==> src/rtl/utf8_validating_decoder_top_macros.svh <==
// assertion macros for the utf-8 validating decoder
// no dependencies; included by the top level
`ifndef UTF8_VALIDATING_DECODER_TOP_MACROS_SVH
`define UTF8_VALIDATING_DECODER_TOP_MACROS_SVH
`ifndef SYNTHESIS
// antecedent implies consequent in the same cycle
`define UVD_ASSERT_IMPLY(label, clk, rst, ante, cons) \
   label: assert property (@(posedge clk) disable iff (rst) (ante) |-> (cons)) \
      else $error("utf8 decoder: implication check failed");
// antecedent implies consequent in the next cycle
`define UVD_ASSERT_NEXT(label, clk, rst, ante, cons) \
   label: assert property (@(posedge clk) disable iff (rst) (ante) |=> (cons)) \
      else $error("utf8 decoder: next-cycle check failed");
`else
`define UVD_ASSERT_IMPLY(label, clk, rst, ante, cons)
`define UVD_ASSERT_NEXT(label, clk, rst, ante, cons)
`endif
`endif

==> src/rtl/utf8vd_pkg.sv <==
// constants, types and helpers for the utf-8 validating decoder
// no dependencies
`timescale 1ns / 1ps

package utf8vd_pkg;

   localparam int CP_W  = 21;
   localparam int LEN_W = 3;

   localparam logic [CP_W-1:0] SURR_LO  = 21'h00D800;
   localparam logic [CP_W-1:0] SURR_HI  = 21'h00DFFF;
   localparam logic [CP_W-1:0] NONCHAR0 = 21'h00FFFE;
   localparam logic [CP_W-1:0] NONCHAR1 = 21'h00FFFF;
   localparam logic [CP_W-1:0] MAX_CP   = 21'h10FFFF;

   localparam logic [7:0] CONT_MASK = 8'hC0;
   localparam logic [7:0] CONT_TAG  = 8'h80;
   localparam logic [7:0] LEAD_BAD  = 8'hF8;
   localparam logic [7:0] LEAD_3B   = 8'hE0;
   localparam logic [7:0] LEAD_4B   = 8'hF0;

   typedef struct packed {
      logic            valid;
      logic [CP_W-1:0] code_point;
      logic [LEN_W-1:0] seq_length;
      logic            error;
   } result_type;

   // smallest legal value for a sequence with n trailing bytes
   function automatic logic [CP_W-1:0] min_code(input logic [1:0] n);
      logic [CP_W-1:0] m;
      unique case (n)
         2'd0: m = 21'h000000;
         2'd1: m = 21'h000080;
         2'd2: m = 21'h000800;
         default: m = 21'h010000;
      endcase
      return m;
   endfunction

   // payload bits of a lead byte announcing n trailing bytes
   function automatic logic [CP_W-1:0] lead_bits(input logic [7:0] b, input logic [1:0] n);
      logic [CP_W-1:0] v;
      unique case (n)
         2'd0: v = {14'd0, b[6:0]};
         2'd1: v = {16'd0, b[4:0]};
         2'd2: v = {17'd0, b[3:0]};
         default: v = {18'd0, b[2:0]};
      endcase
      return v;
   endfunction

endpackage

==> src/rtl/utf8_validating_decoder_top.sv <==
// utf-8 validating decoder, top level
// depends on utf8vd_pkg and utf8_validating_decoder_top_macros.svh
`timescale 1ns / 1ps
//
// usage
// - request channel (req_valid / req_ready / req_data_byte) carries one raw
//   byte of a utf-8 stream per request
// - result channel (rsp_valid / rsp_ready / rsp_*) carries one decoded code
//   point with its byte length, or an error with the number of bytes dropped
// - bytes inside an open multi-byte sequence give no result; the last byte
//   of a sequence (or the byte that breaks it) gives exactly one
// - a byte is registered at the input, decoded against the sequence state
//   and its result is registered in the result register
// - throughput: one byte per clock unless the result channel stalls; the
//   path between the input register and the result register is one shift,
//   a few compares and a small mux
// - a stalled result register holds its item; the input register keeps one
//   more byte, after which req_ready drops until rsp_ready returns
// - synchronous reset clears both registers and returns the sequence state
//   to idle
//
`include "utf8_validating_decoder_top_macros.svh"

module utf8_validating_decoder_top (
   input  logic        clock,
   input  logic        reset,
   input  logic        req_valid,
   output logic        req_ready,
   input  logic [7:0]  req_data_byte,
   output logic        rsp_valid,
   input  logic        rsp_ready,
   output logic [20:0] rsp_code_point,
   output logic [2:0]  rsp_seq_length,
   output logic        rsp_error
);

   // input register
   logic       in_valid_ff, in_valid_in;
   logic [7:0] in_byte_ff,  in_byte_in;

   // sequence state
   logic [utf8vd_pkg::CP_W-1:0] partial_ff, partial_in;
   logic [1:0]                  remain_ff,  remain_in;
   logic [1:0]                  total_ff,   total_in;

   // result register
   utf8vd_pkg::result_type rsp_ff, rsp_in;

   logic advance;
   logic is_cont;
   logic [utf8vd_pkg::CP_W-1:0] shifted;
   logic [1:0] lead_n;
   logic [1:0] remain_dec;
   logic [1:0] got;
   logic bad_value;
   utf8vd_pkg::result_type res;

   // decode the held byte when the result register is free or draining
   assign advance   = in_valid_ff && (!rsp_ff.valid || rsp_ready);
   assign req_ready = !in_valid_ff || advance;

   always_comb begin
      in_valid_in = in_valid_ff;
      in_byte_in  = in_byte_ff;
      if (advance) begin
         in_valid_in = 1'b0;
      end
      if (req_valid && req_ready) begin
         in_valid_in = 1'b1;
         in_byte_in  = req_data_byte;
      end
   end

   // decode
   assign is_cont    = (in_byte_ff & utf8vd_pkg::CONT_MASK) == utf8vd_pkg::CONT_TAG;
   assign shifted    = {partial_ff[utf8vd_pkg::CP_W-7:0], in_byte_ff[5:0]};
   assign remain_dec = remain_ff - 2'd1;
   assign got        = total_ff - remain_ff;

   always_comb begin
      priority if (in_byte_ff < utf8vd_pkg::LEAD_3B) begin
         lead_n = 2'd1;
      end else if (in_byte_ff < utf8vd_pkg::LEAD_4B) begin
         lead_n = 2'd2;
      end else begin
         lead_n = 2'd3;
      end
   end

   // overlong, surrogate, the two noncharacters and out of range
   assign bad_value = (shifted < utf8vd_pkg::min_code(total_ff))
                   || ((shifted >= utf8vd_pkg::SURR_LO) && (shifted <= utf8vd_pkg::SURR_HI))
                   || (shifted == utf8vd_pkg::NONCHAR0)
                   || (shifted == utf8vd_pkg::NONCHAR1)
                   || (shifted > utf8vd_pkg::MAX_CP);

   always_comb begin
      res        = '0;
      partial_in = partial_ff;
      remain_in  = remain_ff;
      total_in   = total_ff;
      if (remain_ff == 2'd0) begin
         priority if (is_cont || (in_byte_ff >= utf8vd_pkg::LEAD_BAD)) begin
            // stray continuation or impossible lead
            res.valid      = 1'b1;
            res.seq_length = 3'd1;
            res.error      = 1'b1;
         end else if (!in_byte_ff[7]) begin
            // ascii
            res.valid      = 1'b1;
            res.code_point = {13'd0, in_byte_ff};
            res.seq_length = 3'd1;
         end else begin
            // lead byte opens a sequence
            partial_in = utf8vd_pkg::lead_bits(in_byte_ff, lead_n);
            remain_in  = lead_n;
            total_in   = lead_n;
         end
      end else if (!is_cont) begin
         // sequence broken: drop it and the offending byte
         res.valid      = 1'b1;
         res.seq_length = {1'b0, got} + 3'd2;
         res.error      = 1'b1;
         partial_in     = '0;
         remain_in      = 2'd0;
         total_in       = 2'd0;
      end else begin
         partial_in = shifted;
         remain_in  = remain_dec;
         if (remain_dec == 2'd0) begin
            res.valid      = 1'b1;
            res.seq_length = {1'b0, total_ff} + 3'd1;
            res.error      = bad_value;
            res.code_point = bad_value ? '0 : shifted;
            partial_in     = '0;
            total_in       = 2'd0;
         end
      end
   end

   // result register loads on decode, clears when taken
   always_comb begin
      rsp_in = rsp_ff;
      if (rsp_ff.valid && rsp_ready) begin
         rsp_in.valid = 1'b0;
      end
      if (advance) begin
         rsp_in = res;
      end
   end

   always_ff @(posedge clock) begin
      if (reset) begin
         in_valid_ff  <= 1'b0;
         remain_ff    <= 2'd0;
         total_ff     <= 2'd0;
         partial_ff   <= '0;
         rsp_ff.valid <= 1'b0;
      end else begin
         in_valid_ff  <= in_valid_in;
         rsp_ff.valid <= rsp_in.valid;
         if (advance) begin
            remain_ff  <= remain_in;
            total_ff   <= total_in;
            partial_ff <= partial_in;
         end
      end
      // payload registers, no reset
      in_byte_ff        <= in_byte_in;
      rsp_ff.code_point <= rsp_in.code_point;
      rsp_ff.seq_length <= rsp_in.seq_length;
      rsp_ff.error      <= rsp_in.error;
   end

   assign rsp_valid      = rsp_ff.valid;
   assign rsp_code_point = rsp_ff.code_point;
   assign rsp_seq_length = rsp_ff.seq_length;
   assign rsp_error      = rsp_ff.error;

   // checks
   `UVD_ASSERT_IMPLY(a_err_zero_cp, clock, reset,
      rsp_valid && rsp_error, rsp_code_point == 21'd0)
   `UVD_ASSERT_IMPLY(a_len_range, clock, reset,
      rsp_valid, (rsp_seq_length != 3'd0) && (rsp_seq_length <= 3'd4))
   `UVD_ASSERT_IMPLY(a_cp_range, clock, reset,
      rsp_valid && !rsp_error, rsp_code_point <= utf8vd_pkg::MAX_CP)
   `UVD_ASSERT_IMPLY(a_remain_le_total, clock, reset,
      remain_ff != 2'd0, remain_ff <= total_ff)
   `UVD_ASSERT_NEXT(a_stall_holds_state, clock, reset,
      in_valid_ff && rsp_valid && !rsp_ready, $stable(remain_ff) && $stable(partial_ff))

endmodule
==> config.mk <==
export PLATFORM = sky130hd
export DESIGN_NAME = utf8_validating_decoder_top
export DESIGN_NICKNAME = d
export VERILOG_FILES = /design/src/rtl/utf8vd_pkg.sv /design/src/rtl/utf8_validating_decoder_top.sv
export VERILOG_INCLUDE_DIRS = /design/src /design/src/rtl
export SDC_FILE = /design/constraint.sdc
export NUM_CORES = 1
export LEC_CHECK = 0
export ABC_CLOCK_PERIOD_IN_PS = 3800
export BUFFER_PORTS_ARGS = -buffer_cell sky130_fd_sc_hd__buf_2
export CAP_MARGIN = 20
export CELL_PAD_IN_SITES_DETAIL_PLACEMENT = 1
export CELL_PAD_IN_SITES_GLOBAL_PLACEMENT = 1
export CORE_MARGIN = 8
export CORE_UTILIZATION = 40
export CTS_CLUSTER_SIZE = 14
export DETAILED_ROUTE_END_ITERATION = 12
export PLACE_DENSITY = 0.76
export SYNTH_ARGS = -nofsm -noshare
export SYNTH_HDL_FRONTEND = slang
export SYNTH_SLANG_ARGS = --single-unit
==> constraint.sdc <==
create_clock -name clock -period 3.8 [get_ports clock]
set_clock_uncertainty 0.15 [all_clocks]
set_input_delay 0.19 -clock clock [delete_from_list [all_inputs] [get_ports clock]]
set_output_delay 0.19 -clock clock [all_outputs]
set_load 0.05 [all_outputs]
# Word-level counts from Yosys, hierarchy flattened
# Index checks and enable logic that the tools add are counted.
[op_classes]
add_sub_neg = 4
n_lt_le_gt_ge = 7
n_eq_ne = 10
mux = 31
reduce_logical = 21
[op_table]
columns = ["cell", "count"]
rows = [
  ["26-bit 2-to-1 mux", 3],
  ["15-bit 2-to-1 mux", 5],
  ["21-bit 2-to-1 mux", 3],
  ["17-bit one-hot mux with 3 select lines", 1],
  ["21-bit by 16-bit == test with 1-bit output, second input constant", 2],
  ["25-bit 2-to-1 mux", 1],
  ["21-bit by 16-bit greater-or-equal comparator with 1-bit output, second input constant", 1],
  ["21-bit greater-than comparator, second input constant", 1],
  ["21-bit by 16-bit <= comparator with 1-bit output, second input constant", 1],
  ["21-bit by 17-bit less-than comparator with 1-bit output", 1],
  ["7-bit one-hot mux with 3 select lines", 1],
  ["8-bit less-than comparator, second input constant", 2],
  ["2-bit 2-to-1 mux", 8],
  ["8-bit greater-or-equal comparator, second input constant", 1],
  ["2-bit zero test", 4],
  ["1-bit logical OR", 7],
  ["1-bit 2-to-1 mux", 7],
  ["2-bit == test, second input constant", 3],
  ["2-bit by 1-bit == test with 1-bit output, second input constant", 2],
  ["1-bit logical AND", 4],
  ["4-bit 2-to-1 mux", 1],
  ["2-bit != test, second input constant", 2],
  ["4-bit AND reduction", 1],
  ["2-bit nonzero test", 2],
  ["other kinds (8)", 9],
]
[word_totals]
ff_bits = 54
out_inout_bits = 27

# Longest topological paths before layout
[logic_depth]
depth_word = 12
depth_mapped = 11
mapped_depth_nobuf = 9

# Least setup slack after synthesis
# OpenSTA, ideal clock, no wires.
[synth_timing]
path_type = "register to register"
startpoint = "reg partial_ff[9] in the netlist's numbering"
endpoint = "reg rsp_ff, in the netlist rsp_code_point[0], data pin"
setup_time_ns = 0.254
t_arrival_ns = 2.041
required_time_ns = 3.396
slack_ns = 1.355
stages_incl_launch_ff = 8
period_less_slack_ns = 2.445
cell_sequence = "dfxtp_1 > or4_1 > o21a_1 > or4_4 > and3_1 > buf_6 > buf_8 > o21a_1"
[synth_lines]
columns = ["element", "line_no", "source"]
rows = [
  ["from (decl)", "utf8_validating_decoder_top.sv:42", "logic [utf8vd_pkg::CP_W-1:0] partial_ff, partial_in;"],
  ["from (signal assigned)", "utf8_validating_decoder_top.sv:165", "partial_ff <= partial_in;"],
  ["to (decl)", "utf8_validating_decoder_top.sv:47", "utf8vd_pkg::result_type rsp_ff, rsp_in;"],
]

==> out/results.ini <==
[synthesis]
synth_fa_ha_area_share_pct = 4.20
synthSimpleGateAreaFrac_pct = 20.1
syn_area_sq_um = 2380
synth_compound_area_share_pct = 11.3
ys_ff_latch = 54
ys_seq_area_share_pct = 59.2
synth_top_family_by_area = simple AND/OR/NAND/NOR gates
synthDistinctLibCells = 32
postSynthCellCount = 225
syn_area_per_cell_sq_um = 10.6
synth_nets = 245
synth_mux_area_share_pct = 0
synth-xor-area-share_pct = 0.735
yosys_warnings = 0

[timing]
finalCritPeriodShare_pct = 68.0
period_minus_slack_ns = 2.58
tightest_slew_ns = 0.718
slew_headroom_pct = 52.1
final_max_slew_viol_count = 0
rsz0062_at_grt = no
finalSetupTns_ns = 0
hold_viol_final = 0
setup_violations = 0
max_clock_freq_ghz = 0.387

[worst_setup_path]
r2r_setup_slack_ns = 1.22
critPathCapture = rsp_code_point[6]$_DFFE_PP_
endpoint_kind = flip-flop
start_kind = flip-flop
worstRegToRegCells = 7
startpoint = total_ff[1]$_SDFFE_PP0P_
worstPathRequired_ns = 3.72
arrival_ns = 2.51
cp_max_fo = 19
r2r-end = rsp_code_point[6]$_DFFE_PP_
worstSetupPathType = flip-flop to flip-flop
r2r-start = total_ff[1]$_SDFFE_PP0P_

[power]
p_per_area_nw_per_um2 = 417
ir_worst_vdd_uv = 235
clockPowerShare_pct = 31.9
power.switching_mw = 0.298
p_int_mw = 0.882
switching_share_pct = 25.2
seqPwrFrac_pct = 56.0
pwr-share-comb_pct = 12.0
leakage_nw = 1.06

[clock_network]
post_cts_buffers = 0
clk_path_buf_depth = 2
cts_inserted_buffers = 5
htreeDepth = 2
cts_tree = done
path_clk_slew_ns = 0.09
cts_root_buf = clkbuf_8
insertion_delay_ns = 0.31
clkSinkCount = 54

[detailed_routing]
drt_iter0_drc = 84
vias = 1835
wl_per_cell_um = 15.9
drt.antenna.violating_nets = 0
drt_first_pass_iters = 5
via_per_inst = 5.29
wl_um = 5510
drc = 0

[floorplan]
core_sq_um = 5850
rows = 28
initial_utilization_pct = 40.7
fp.dieH_um = 93.2
die_w_um = 93.2
ios = 39
die_area_sq_um = 8690

[layout]
utilization_pct = 48.4
syn2layout_area_growth_pct = 18.7
fin_nets = 291
drive_gt1_share_pct = 18.4
diodes = 0

[grt]
grt-ovfl-total = 0
grtUsageTotal_pct = 13.4
antenna_found_initial = 0
grt_pass1_vias = 1823
grt_max_degree = 27
grt_pass1_wl_um = 9140

[outcome]
outcome = completed

[place]
gp_congestion = 0.879
io_buffers = 38
hpwl_um = 4110

[flow_run]
drv_cap = 0

[min_path]
holdCritPathClass = primary input to flip-flop

cells in the mapped netlist:
cell type | n | area share [%]
a21oi_1 | 26 | 5.5
nand3_1 | 17 | 3.6
clkbuf_1 | 9 | 1.4
a31oi_1 | 2 | 0.52
o22ai_1 | 1 | 0.26
o21a_1 | 9 | 2.8
xnor2_1 | 2 | 0.74
inv_1 | 12 | 1.9
ha_1 | 8 | 4.2
nand2_1 | 27 | 4.3
nor3_1 | 4 | 0.84
dfxtp_1 | 21 | 18
nand2b_1 | 5 | 1.3
buf_6 | 1 | 0.47
o31a_1 | 2 | 0.74
a22o_1 | 1 | 0.37
nand3b_1 | 2 | 0.63
or4_1 | 2 | 0.63
or4_4 | 1 | 0.47
nor2_1 | 7 | 1.1
edfxtp_1 | 33 | 42
or3b_1 | 1 | 0.37
nor3b_1 | 2 | 0.63
a211oi_1 | 1 | 0.32
o21ai_0 | 4 | 0.84
nor4_1 | 3 | 0.79
or3_1 | 1 | 0.26
and3_1 | 2 | 0.52
and2_1 | 13 | 3.4
buf_8 | 1 | 0.63
nand4_1 | 4 | 1.0
nor2b_1 | 1 | 0.26
how the worst min path moves through the flow:
stage	startpoint	end	slack (ns)	cells after the start
floorplan	reset	remain_ff[1]$_SDFFE_PP0P_	0.11	1
global placement	req_data_byte[3]	in_byte_ff[3]$_DFFE_PP_	0.22	1
detailed placement	req_data_byte[6]	in_byte_ff[6]$_DFFE_PP_	0.22	1
CTS	rsp_ready	rsp_valid$_SDFFE_PP0P_	0.02	3
global route	rsp_ready	rsp_valid$_SDFFE_PP0P_	0.05	3
finish	rsp_ready	rsp_valid$_SDFFE_PP0P_	0.02	3
through the flow:
| stage | hold WS (ns) | instances | cell area [sq um] | worst slack (ns) | power, mW |
|---|---|---|---|---|---|
| floorplan | 0.113 | 225 | 2380 | 1.35 | 0.770 |
| global placement | 0.217 | 330 | 2630 | 1.28 | 0.807 |
| detailed placement | 0.219 | 330 | 2630 | 1.21 | 0.810 |
| CTS | 0.0235 | 347 | 2830 | 1.20 | 1.19 |
| global route | 0.0536 | 347 | 2830 | 1.08 | 1.23 |
| finish | 0.0246 | 347 | 2830 | 1.22 | 1.18 |
placed cells by master, fill, tap and decap left out, types with 9 or more instances in the layout:
cell,instances
and2_1,13
dlygate4sd3_1,9
dfxtp_1,21
a21oi_1,26
inv_1,12
buf_2,38
edfxtp_1,33
o21a_1,9
nand3_1,17
nand2_1,27
power by group through the flow:
stage	clock (mW)	sequential, mW	combinational, mW
global placement	0	0.673	0.134
detailed placement	0	0.674	0.135
CTS	0.387	0.661	0.143
floorplan	0	0.710	0.0607
finish	0.377	0.661	0.142
global route	0.410	0.663	0.154
registers in the layout, indices dropped and copies added, names as in the netlist:
signal,cells
in_valid_ff,1
total_ff,2
rsp_code_point,21
rsp_valid,1
partial_ff,15
in_byte_ff,8
rsp_seq_length,3
rsp_error,1
remain_ff,2
critical path, stage by stage, from the launching register on:
cell	delay [ns]
dfxtp_1	0.43
ha_1	0.20
inv_1	0.04
ha_1	0.28
o21a_1	0.11
or4_4	0.51
and3_1	0.33
a22o_1	0.30
layer usage:
layer | up-vias | share of wire (%) | GRT usage [%]
li1 | 888 | - | -
met1 | 881 | 45 | 16.4
met2 | 56 | 47 | 21.5
met3 | 10 | 5.5 | 3.37
met4 | 0 | 2.3 | 6.31
met5 | - | 0 | 0
what timing repair did:
| action | 4_1_cts | 5_1_grt |
|---|---|---|
| gates resized for setup | 0 | 0 |
| hold buffers | 9 | 0 |
| hold endpoints to repair | 9 | 0 |
cell type report:
cell class                      instances  area (sq um)
Clock buffer                            5          68.8
Clock inverter                          3          40.0
Fill cell                             668          3020
Inverter                               12          45.0
Multi-Input combinational cell        148           867
Sequential cell                        54          1410
Tap cell                               75          93.8
Timing Repair Buffer                   50           303
cells by family after synthesis:
logic type	after synthesis
buf+inv	23
fa+ha+maj	8
xor+xnor	2
flops	54
simple gates	92
compound gates	46
No activity file was read; power rests on OpenSTA's default activity.
